File: config.mk
export PLATFORM = sky130hd
export DESIGN_NAME = vrs_cell
export DESIGN_NICKNAME = d
export VERILOG_FILES = /design/src/sv/vrs_pkg.sv /design/src/sv/vrs_cell.sv
export SDC_FILE = /design/constraint.sdc
export NUM_CORES = 1
export LEC_CHECK = 0
export BUFFER_PORTS_ARGS = -buffer_cell sky130_fd_sc_hd__buf_2
export CORE_ASPECT_RATIO = 0.75
export CORE_UTILIZATION = 43
export CTS_BUF_LIST = sky130_fd_sc_hd__clkbuf_16
export DETAILED_ROUTE_END_ITERATION = 6
export GPL_TIMING_DRIVEN = 0
export PLACE_DENSITY = 0.88
export RECOVER_POWER = 100
export SETUP_SLACK_MARGIN = 0.4
export SLEW_MARGIN = 0
export SYNTH_ARGS = -nofsm -noshare
export SYNTH_HDL_FRONTEND = slang
export SYNTH_SLANG_ARGS = --single-unit
File: constraint.sdc
create_clock -name clk -period 1.28 [get_ports clk]
set_clock_uncertainty 0.2 [all_clocks]
set_input_delay 0 -clock clk [delete_from_list [all_inputs] [get_ports clk]]
set_output_delay 0 -clock clk [all_outputs]
set_load 0.01 [all_outputs]
File: src/sv/vrs_pkg.sv
`timescale 1ns / 1ps
`default_nettype none
// ----------------------------------------------------------------------------
// vrs_pkg
// Shared constants and codes of the vruntime run queue scheduler.
// ----------------------------------------------------------------------------
package vrs_pkg;

  localparam int DEF_NUM_TASKS = 64;
  localparam int DEF_VR_BITS   = 48;
  localparam int NOW_BITS      = 48;
  localparam int STAMP_BITS    = 16;

  localparam logic [2:0] OP_ADMIT   = 3'd0;
  localparam logic [2:0] OP_WAKE    = 3'd1;
  localparam logic [2:0] OP_SLEEP   = 3'd2;
  localparam logic [2:0] OP_BLOCK   = 3'd3;
  localparam logic [2:0] OP_EXIT    = 3'd4;
  localparam logic [2:0] OP_SCHED   = 3'd5;
  localparam logic [2:0] OP_TICK    = 3'd6;
  localparam logic [2:0] OP_UNKNOWN = 3'd7;

  localparam logic [1:0] RS_RUN    = 2'd0;
  localparam logic [1:0] RS_SLEEP  = 2'd1;
  localparam logic [1:0] RS_BLOCK  = 2'd2;
  localparam logic [1:0] RS_ZOMBIE = 2'd3;

  localparam logic [1:0] ST_OK     = 2'd0;
  localparam logic [1:0] ST_ZOMBIE = 2'd1;
  localparam logic [1:0] ST_QUEUED = 2'd2;

  localparam logic [1:0] CFG_TICK_EN = 2'd0;
  localparam logic [1:0] CFG_GRAN    = 2'd1;
  localparam logic [1:0] CFG_IDLE    = 2'd2;

  localparam logic [7:0] GRAN_RESET = 8'd2;

endpackage
`default_nettype wire

File: src/sv/vrs_cell.sv
`timescale 1ns / 1ps
`default_nettype none
// ----------------------------------------------------------------------------
// vrs_cell
// One task slot of the rotating chain; takes its neighbour's slot on shift.
// ----------------------------------------------------------------------------
module vrs_cell
  import vrs_pkg::*;
#(
  parameter int VB = DEF_VR_BITS
) (
  input  wire logic                  clk,
  input  wire logic                  rst,
  input  wire logic                  shift_en,
  input  wire logic [VB-1:0]         vr_d,
  input  wire logic [1:0]            rs_d,
  input  wire logic                  inq_d,
  input  wire logic [STAMP_BITS-1:0] stamp_d,
  input  wire logic [NOW_BITS-1:0]   rstart_d,
  output logic      [VB-1:0]         vr_q,
  output logic      [1:0]            rs_q,
  output logic                       inq_q,
  output logic      [STAMP_BITS-1:0] stamp_q,
  output logic      [NOW_BITS-1:0]   rstart_q
);

  always_ff @(posedge clk) begin
    if (rst) begin
      vr_q     <= '0;
      rs_q     <= RS_RUN;
      inq_q    <= 1'b0;
      rstart_q <= '0;
    end else if (shift_en) begin
      vr_q     <= vr_d;
      rs_q     <= rs_d;
      inq_q    <= inq_d;
      rstart_q <= rstart_d;
    end
  end

  // stamp is only read for queued slots, so it needs no reset
  always_ff @(posedge clk) begin
    if (shift_en) begin
      stamp_q <= stamp_d;
    end
  end

endmodule
`default_nettype wire

==> impl_results.md, run 1 <==
- Clk slew on worst S/H paths: 0.05 ns
- CP Buf/Inv Count: 1
- Final Worst Setup Slack: approximately 0.11 ns
- Crit path max-delay family: flip-flops
- Hold Startpoint: shift_en
- Slowest stage delay, CP: 0.37 ns
- Fmax: between 0.8 and 0.9 GHz
- Synth top area cells: dfxtp_1, mux2i_1, edfxtp_1
- Rows: 29
- Setup TNS: 0 ns
- Vias in the first global route: 4729
- Initial DRC count: 230
- CTS Buf Count: 17
- Flops & latches, synth: 115
- Worst slew pin tran: 0.612 ns
- Arrival @ worst endpoint: 0.97 ns
- IO Port Bufs: 231
- Sequential-to-total area share from yosys stat: 62.1%
- Share of the synthesized area in the top cell type: 50.0%
- Core Region: 0.00871 mm2
- Hpwl dp: 7700 um
- Drt pass-1 iters: 5
- CP Max Fanout: 2
- Synth Instances: approximately 340
- Nets: 844
- Average wire per standard cell: 21.5 um
- Peak supply drop: 0.00111 V
- Post-CTS Hold Buffers: 115
- ANT nets after route: 0
- Pre-CTS WS: -0.199 ns
- LEAKAGE: 3.39 nW
- Mapped Area: 0.00396 mm2
- Outcome: finished, violations left
- Largest net degree at the start of global routing: 18
- Area grow syn2layout: 83.1%
- Design area: a little over 0.007 mm2
- Via Count: 4465
- Tcrit/Tclk final: 91.7%
- Flop2flop setup slack: 0.22 ns
- Worst skew pair latency: 0.39 ns
- Worst Hold Class: in2reg
- Top FF cell, synth: dfxtp_1
- Worst hold endpoint: stamp_q[8]$_DFFE_PP_
- Max_cap viols: 0
- CTS tree: yes
- FF-to-FF End: vr_q[45]$_SDFFE_PP0P_
- RSZ-0062 raised after global routing: yes
- Sink Count: 115
- Share of cells above drive strength 1: 26.5%
- Cell variety after synth: 9
- Net Count, Synth: between 400 and 500
- Hold Path Depth: 1
- CP Launch Type: register
- CP required: 1.08 ns
- Crit Path Category: reg2out
- Slew Viols, Final: 0
- Dominant cell type by area after synthesis: dfxtp_1
- Initial core utilization: 45.5%
- Total routed wirelength: 18200 um
- Antenna violations before repair: 2
- Hold Slack: -0.292 ns
- Synth cell count leaders: dfxtp_1, mux2i_1, nor2_1
- Final design utilization: 83.3%
- Residual DRC: 0
- FF-to-FF path depth: 2
- GRT Total Usage: about 36%
- Setup crit end kind: output pin
- YS warnings: 0
- Slowest-stage cell, CP: dfxtp_1
- Fill cells: 524
- Worst-path cell chain: clkbuf_1
- Ys async rst share: 0%
- Area post-placement: 0.00527 mm2
- Syn Area/Cell: 11.8 um2
- Reg-to-reg startpoint: vr_q[45]$_SDFFE_PP0P_
- Die area: 0.00961 mm2
- Root Buffer Master: clkbuf_16
- Max clock buf depth: 2
- EDFF count, synth: 16
- Fin crit period: 1.17 ns
- Fin. Hold Viols: 16
- DR vias/cell: 5.28
- Total grt overflow: 0
- I/O Pins: ~230
- H-tree Lvls: 4
- Slew headroom: roughly three fifths
- DIE HEIGHT: 85.2 um
- Chip width: 113 um
- PwrDens: between 1000 and 1500 mW/mm2
- GP Congestion: about 0.76
- Failing checks: hold timing
- First-pass GRT wire length: 25600 um
- Final count of negative-setup-slack endpoints: 0
flip-flops by register name, indices dropped and copies added (netlist names):
name / flops
rstart_q: 48
vr_q: 48
stamp_q: 16
rs_q: 2
inq_q: 1
logic make-up after synthesis:
kind of cell | synth area share [%]
flops | 62.1
mux | 25.0
simple gates | 9.38
buf+inv | 3.50
metrics by stage:
stage	cells	total power [mW]
final	846	9.88
after global routing	846	10.2
after CTS	834	9.92
after detailed placement	674	5.06
after global placement	674	5.02
after floorplan	335	4.57
layer usage:
metal / GRT usage (%) / part of all wire, % / wire, um
met5: 0 / 0 / 0
met4: 21.8 / 6.4 / 1160
met3: 10.1 / 7.9 / 1440
met2: 66.4 / 51 / 9320
met1: 36.4 / 34 / 6240
placed cells by master, fill, tap and decap left out:
master | Yosys | routed
dlygate4sd3_1 | 0 | 115
clkbuf_1 | 8 | 113
buf_2 | 3 | 109
dfxtp_1 | 99 | 99
nor2_1 | 99 | 98
mux2i_1 | 99 | 94
buf_6 | 1 | 38
clkbuf_16 | 0 | 17
edfxtp_1 | 16 | 16
buf_4 | 9 | 13
inv_1 | 0 | 5
mux2i_2 | 0 | 4
buf_12 | 0 | 3
clkinv_2 | 0 | 3
diode_2 | 0 | 2
clkbuf_2 | 0 | 2
bufinv_16 | 0 | 2
mux2i_4 | 0 | 1
nor2_2 | 0 | 1
clkinvlp_4 | 0 | 1
clkinv_1 | 0 | 1
buf_8 | 1 | 1
final cells by class:
type / count / area, um2 / share of cell area, %
clock inverter: 12 / 105 / 1.45
timing repair buffer: 372 / 2570 / 35.4
clock buffer: 17 / 425 / 5.86
antenna: 2 / 5.00 / 0.0690
sequential: 115 / 2460 / 33.9
buffer: 22 / 164 / 2.26
tap: 108 / 135 / 1.86
multi-input combinational: 198 / 1390 / 19.2
worst max path at each step:
stage                              start               endpoint  slack (ns)  depth (start not counted)
5_1_grt        rstart_q[10]$_SDFFE_PP0P_           rstart_q[10]        0.08                          1
3_5_place_dp                    shift_en  vr_q[38]$_SDFFE_PP0P_       -0.20                          6
4_1_cts            stamp_q[13]$_DFFE_PP_            stamp_q[13]        0.15                          1
3_3_place_gp                    shift_en  vr_q[39]$_SDFFE_PP0P_       -0.14                          6
2_1_floorplan                   shift_en  vr_q[36]$_SDFFE_PP0P_        0.36                          5
6_report        rstart_q[9]$_SDFFE_PP0P_            rstart_q[9]        0.11                          1
where the power goes:
| group | switching [mW] | internal (mW) |
|---|---|---|
| logic | 0.720 | 0.789 |
| clock network | 1.54 | 2.77 |
| registers | 0.158 | 3.90 |
| total | 2.42 | 7.46 |
timing repair:
action                     4_1_cts  5_1_grt
hold endpoints to repair       131       16
gates cloned                     0        0
setup endpoints to repair      208      186
gates resized for setup        218       20
pin swaps                        3        8
setup buffers                   16       10
(Power assumes the default switching activity.)
==> inputs of run 2 (changes only) <==
- MAX_ROUTING_LAYER: unset -> met4
- PLACE_DENSITY: 0.88 -> unset
- PLACE_DENSITY_LB_ADDON: unset -> 0.3
==> impl_results.md, run 2 (synthesized netlist as in run 1, its figures left out) <==
- Outcome: finished, violations left (unchanged)
- Failing checks: hold timing (unchanged)
- CP required: 1.08 ns (about the same)
- Chip width: 113 um (unchanged)
- FF-to-FF path depth: 3 (was 2)
- LEAKAGE: 3.38 nW (was 3.39 nW)
- Flop2flop setup slack: 0.17 ns (was 0.22 ns)
- Peak supply drop: 0.000929 V (was 0.00111 V)
- Hold Slack: -0.288 ns (was -0.292 ns)
- Largest net degree at the start of global routing: 18 (unchanged)
- Max_cap viols: 0 (unchanged)
- Met2 WL: 9240 um (was 9320 um)
- Total routed wirelength: 17600 um (was 18200 um)
- Area post-placement: 0.00527 mm2 (unchanged)
- WL met3: 1110 um (was 1440 um)
- Layout Cells excl Fill: 847 (was 846)
- Setup TNS: 0 ns (unchanged)
- Final count of negative-setup-slack endpoints: 0 (unchanged)
- Worst skew pair latency: 0.39 ns (about the same)
- Fmax: 0.839 GHz (was 0.852 GHz)
- Clk slew on worst S/H paths: 0.06 ns (was 0.05 ns)
- Slew headroom: 64.5% (was 59.2%)
- Pwr Total: 10.6 mW (was 9.88 mW)
- Initial core utilization: 45.5% (unchanged)
- Regs by FF count: rstart_q (48), vr_q (48), stamp_q (16) (unchanged)
- Slew Viols, Final: 0 (unchanged)
- Vias in the first global route: 4581 (was 4729)
- Hold Path Depth: 1 (unchanged)
- Arrival @ worst endpoint: 0.99 ns (was 0.97 ns)
- Initial DRC count: 220 (was 230)
- Diodes inserted: 0 (was 2)
- Hpwl dp: 7400 um (was 7700 um)
- Rows: 29 (unchanged)
- CTS Buf Count: 17 (unchanged)
- Fin. Hold Viols: 23 (was 16)
- Worst hold endpoint: stamp_q[13]$_DFFE_PP_ (was stamp_q[8]$_DFFE_PP_)
- Die area: 0.00961 mm2 (unchanged)
- Tcrit/Tclk final: 93.1% (was 91.7%)
- Post-CTS Hold Buffers: 115 (unchanged)
- GRT Total Usage: 33.4% (was 36.0%)
- Worst Hold Class: in2reg (unchanged)
- Drt pass-1 iters: 4 (was 5)
- Root Buffer Master: clkbuf_16 (unchanged)
- Antenna violations before repair: 0 (was 2)
- Slowest stage delay, CP: 0.38 ns (was 0.37 ns)
- Fin crit period: 1.19 ns (was 1.17 ns)
- Design area: 0.00726 mm2 (unchanged)
- Setup crit end kind: output pin (unchanged)
- IO Port Bufs: 231 (unchanged)
- CP Buf/Inv Count: 1 (unchanged)
- FF-to-FF End: inq_q$_SDFFE_PP0P_ (was vr_q[45]$_SDFFE_PP0P_)
- PwrDens: 1460 mW/mm2 (was 1360 mW/mm2)
- Reg-to-reg startpoint: inq_q$_SDFFE_PP0P_ (was vr_q[45]$_SDFFE_PP0P_)
- Crit path max-delay family: flip-flops (unchanged)
- H-tree Lvls: 4 (unchanged)
- Share of cells above drive strength 1: 26.3% (was 26.5%)
- Average wire per standard cell: 20.7 um (was 21.5 um)
- Core Region: 0.00871 mm2 (unchanged)
- CP Launch Type: register (unchanged)
- ANT nets after route: 0 (unchanged)
- Via Count: 4289 (was 4465)
- Top layer in use: met4 (unchanged)
- RSZ-0062 raised after global routing: yes (unchanged)
- CP Max Fanout: 2 (unchanged)
- DR vias/cell: 5.06 (was 5.28)
- Commonest non-fill, non-tap cells in the layout: clkbuf_1, buf_2, dlygate4sd3_1 (was dlygate4sd3_1, clkbuf_1, buf_2)
- Sink Count: 115 (unchanged)
- M1 wire length: 6410 um (was 6240 um)
- Residual DRC: 0 (unchanged)
- Worst slew pin tran: 0.533 ns (was 0.612 ns)
- Nets: 844 (unchanged)
- Hold Startpoint: shift_en (unchanged)
- GP Congestion: 0.748 (was 0.757)
- Max clock buf depth: 2 (unchanged)
- DIE HEIGHT: 85.2 um (unchanged)
- Total grt overflow: 0 (unchanged)
- Fill cells: 531 (was 524)
- Area grow syn2layout: 83.1% (unchanged)
- Slowest-stage cell, CP: dfxtp_1 (unchanged)
- I/O Pins: 233 (unchanged)
- Inst Count DP: 674 (unchanged)
- CTS tree: yes (unchanged)
- Crit Path Category: reg2out (unchanged)
- Commonest non-fill, non-tap cell in the layout: clkbuf_1 (was dlygate4sd3_1)
- First-pass GRT wire length: 23600 um (was 25600 um)
- Worst-path cell chain: clkbuf_1 (unchanged)
[run 2: cell count changes in the layout (fill, tap and decap cells not counted), sizes merged]
cell / previous run / this run
clkbuf: 132 / 138
buf: 164 / 159
clkinv: 4 / 7
bufinv: 2 / 4
diode: 2 / 0
inv: 5 / 3
clkinvlp: 1 / 0
[run 2: metal layers]
layer  up-vias  track usage [%]
met5         -                -
met4         0             15.9
met3        64             9.43
met2       248             61.2
met1      2078             32.9
li1       1899                -
[run 2: area by class of cell]
cell class                      count  area, um2  area share, %
Timing Repair Buffer              372       2470           34.1
Sequential cell                   115       2460           33.9
Multi-Input combinational cell    198       1390           19.2
Clock buffer                       18        450           6.21
Clock inverter                     14        183           2.52
Buffer                             22        160           2.21
Tap cell                          108        135           1.86
[run 2: where the power goes]
group	internal (mW)	total, mW	switching, mW
Clock	3.36	5.07	1.71
Sequential	3.89	4.04	0.144
Combinational	0.757	1.47	0.713
[run 2: metrics by stage]
stage,setup slack [ns],utilization (%)
finish,0.0888,83.3
global route,0.0678,83.3
CTS,0.149,90.7
detailed placement,-0.197,60.5
global placement,-0.130,60.5
floorplan,0.364,-
[run 2: worst max-delay path by stage]
stage	startpoint	to	slack (ns)	depth (start not counted)
floorplan	shift_en	vr_q[36]$_SDFFE_PP0P_	0.36	5
global placement	shift_en	vr_q[38]$_SDFFE_PP0P_	-0.13	6
detailed placement	shift_en	vr_q[39]$_SDFFE_PP0P_	-0.20	6
CTS	stamp_q[0]$_DFFE_PP_	stamp_q[0]	0.15	1
global route	vr_q[47]$_SDFFE_PP0P_	vr_q[47]	0.07	1
finish	rs_q[0]$_SDFFE_PP0P_	rs_q[0]	0.09	1
[run 2: what timing repair did]
item / in CTS / in global routing
setup endpoints to repair: 210 / 174
pin swaps: 3 / 11
resized for setup: 211 / 27
setup buffers: 9 / 17
endpoints found under the hold margin: 131 / 23
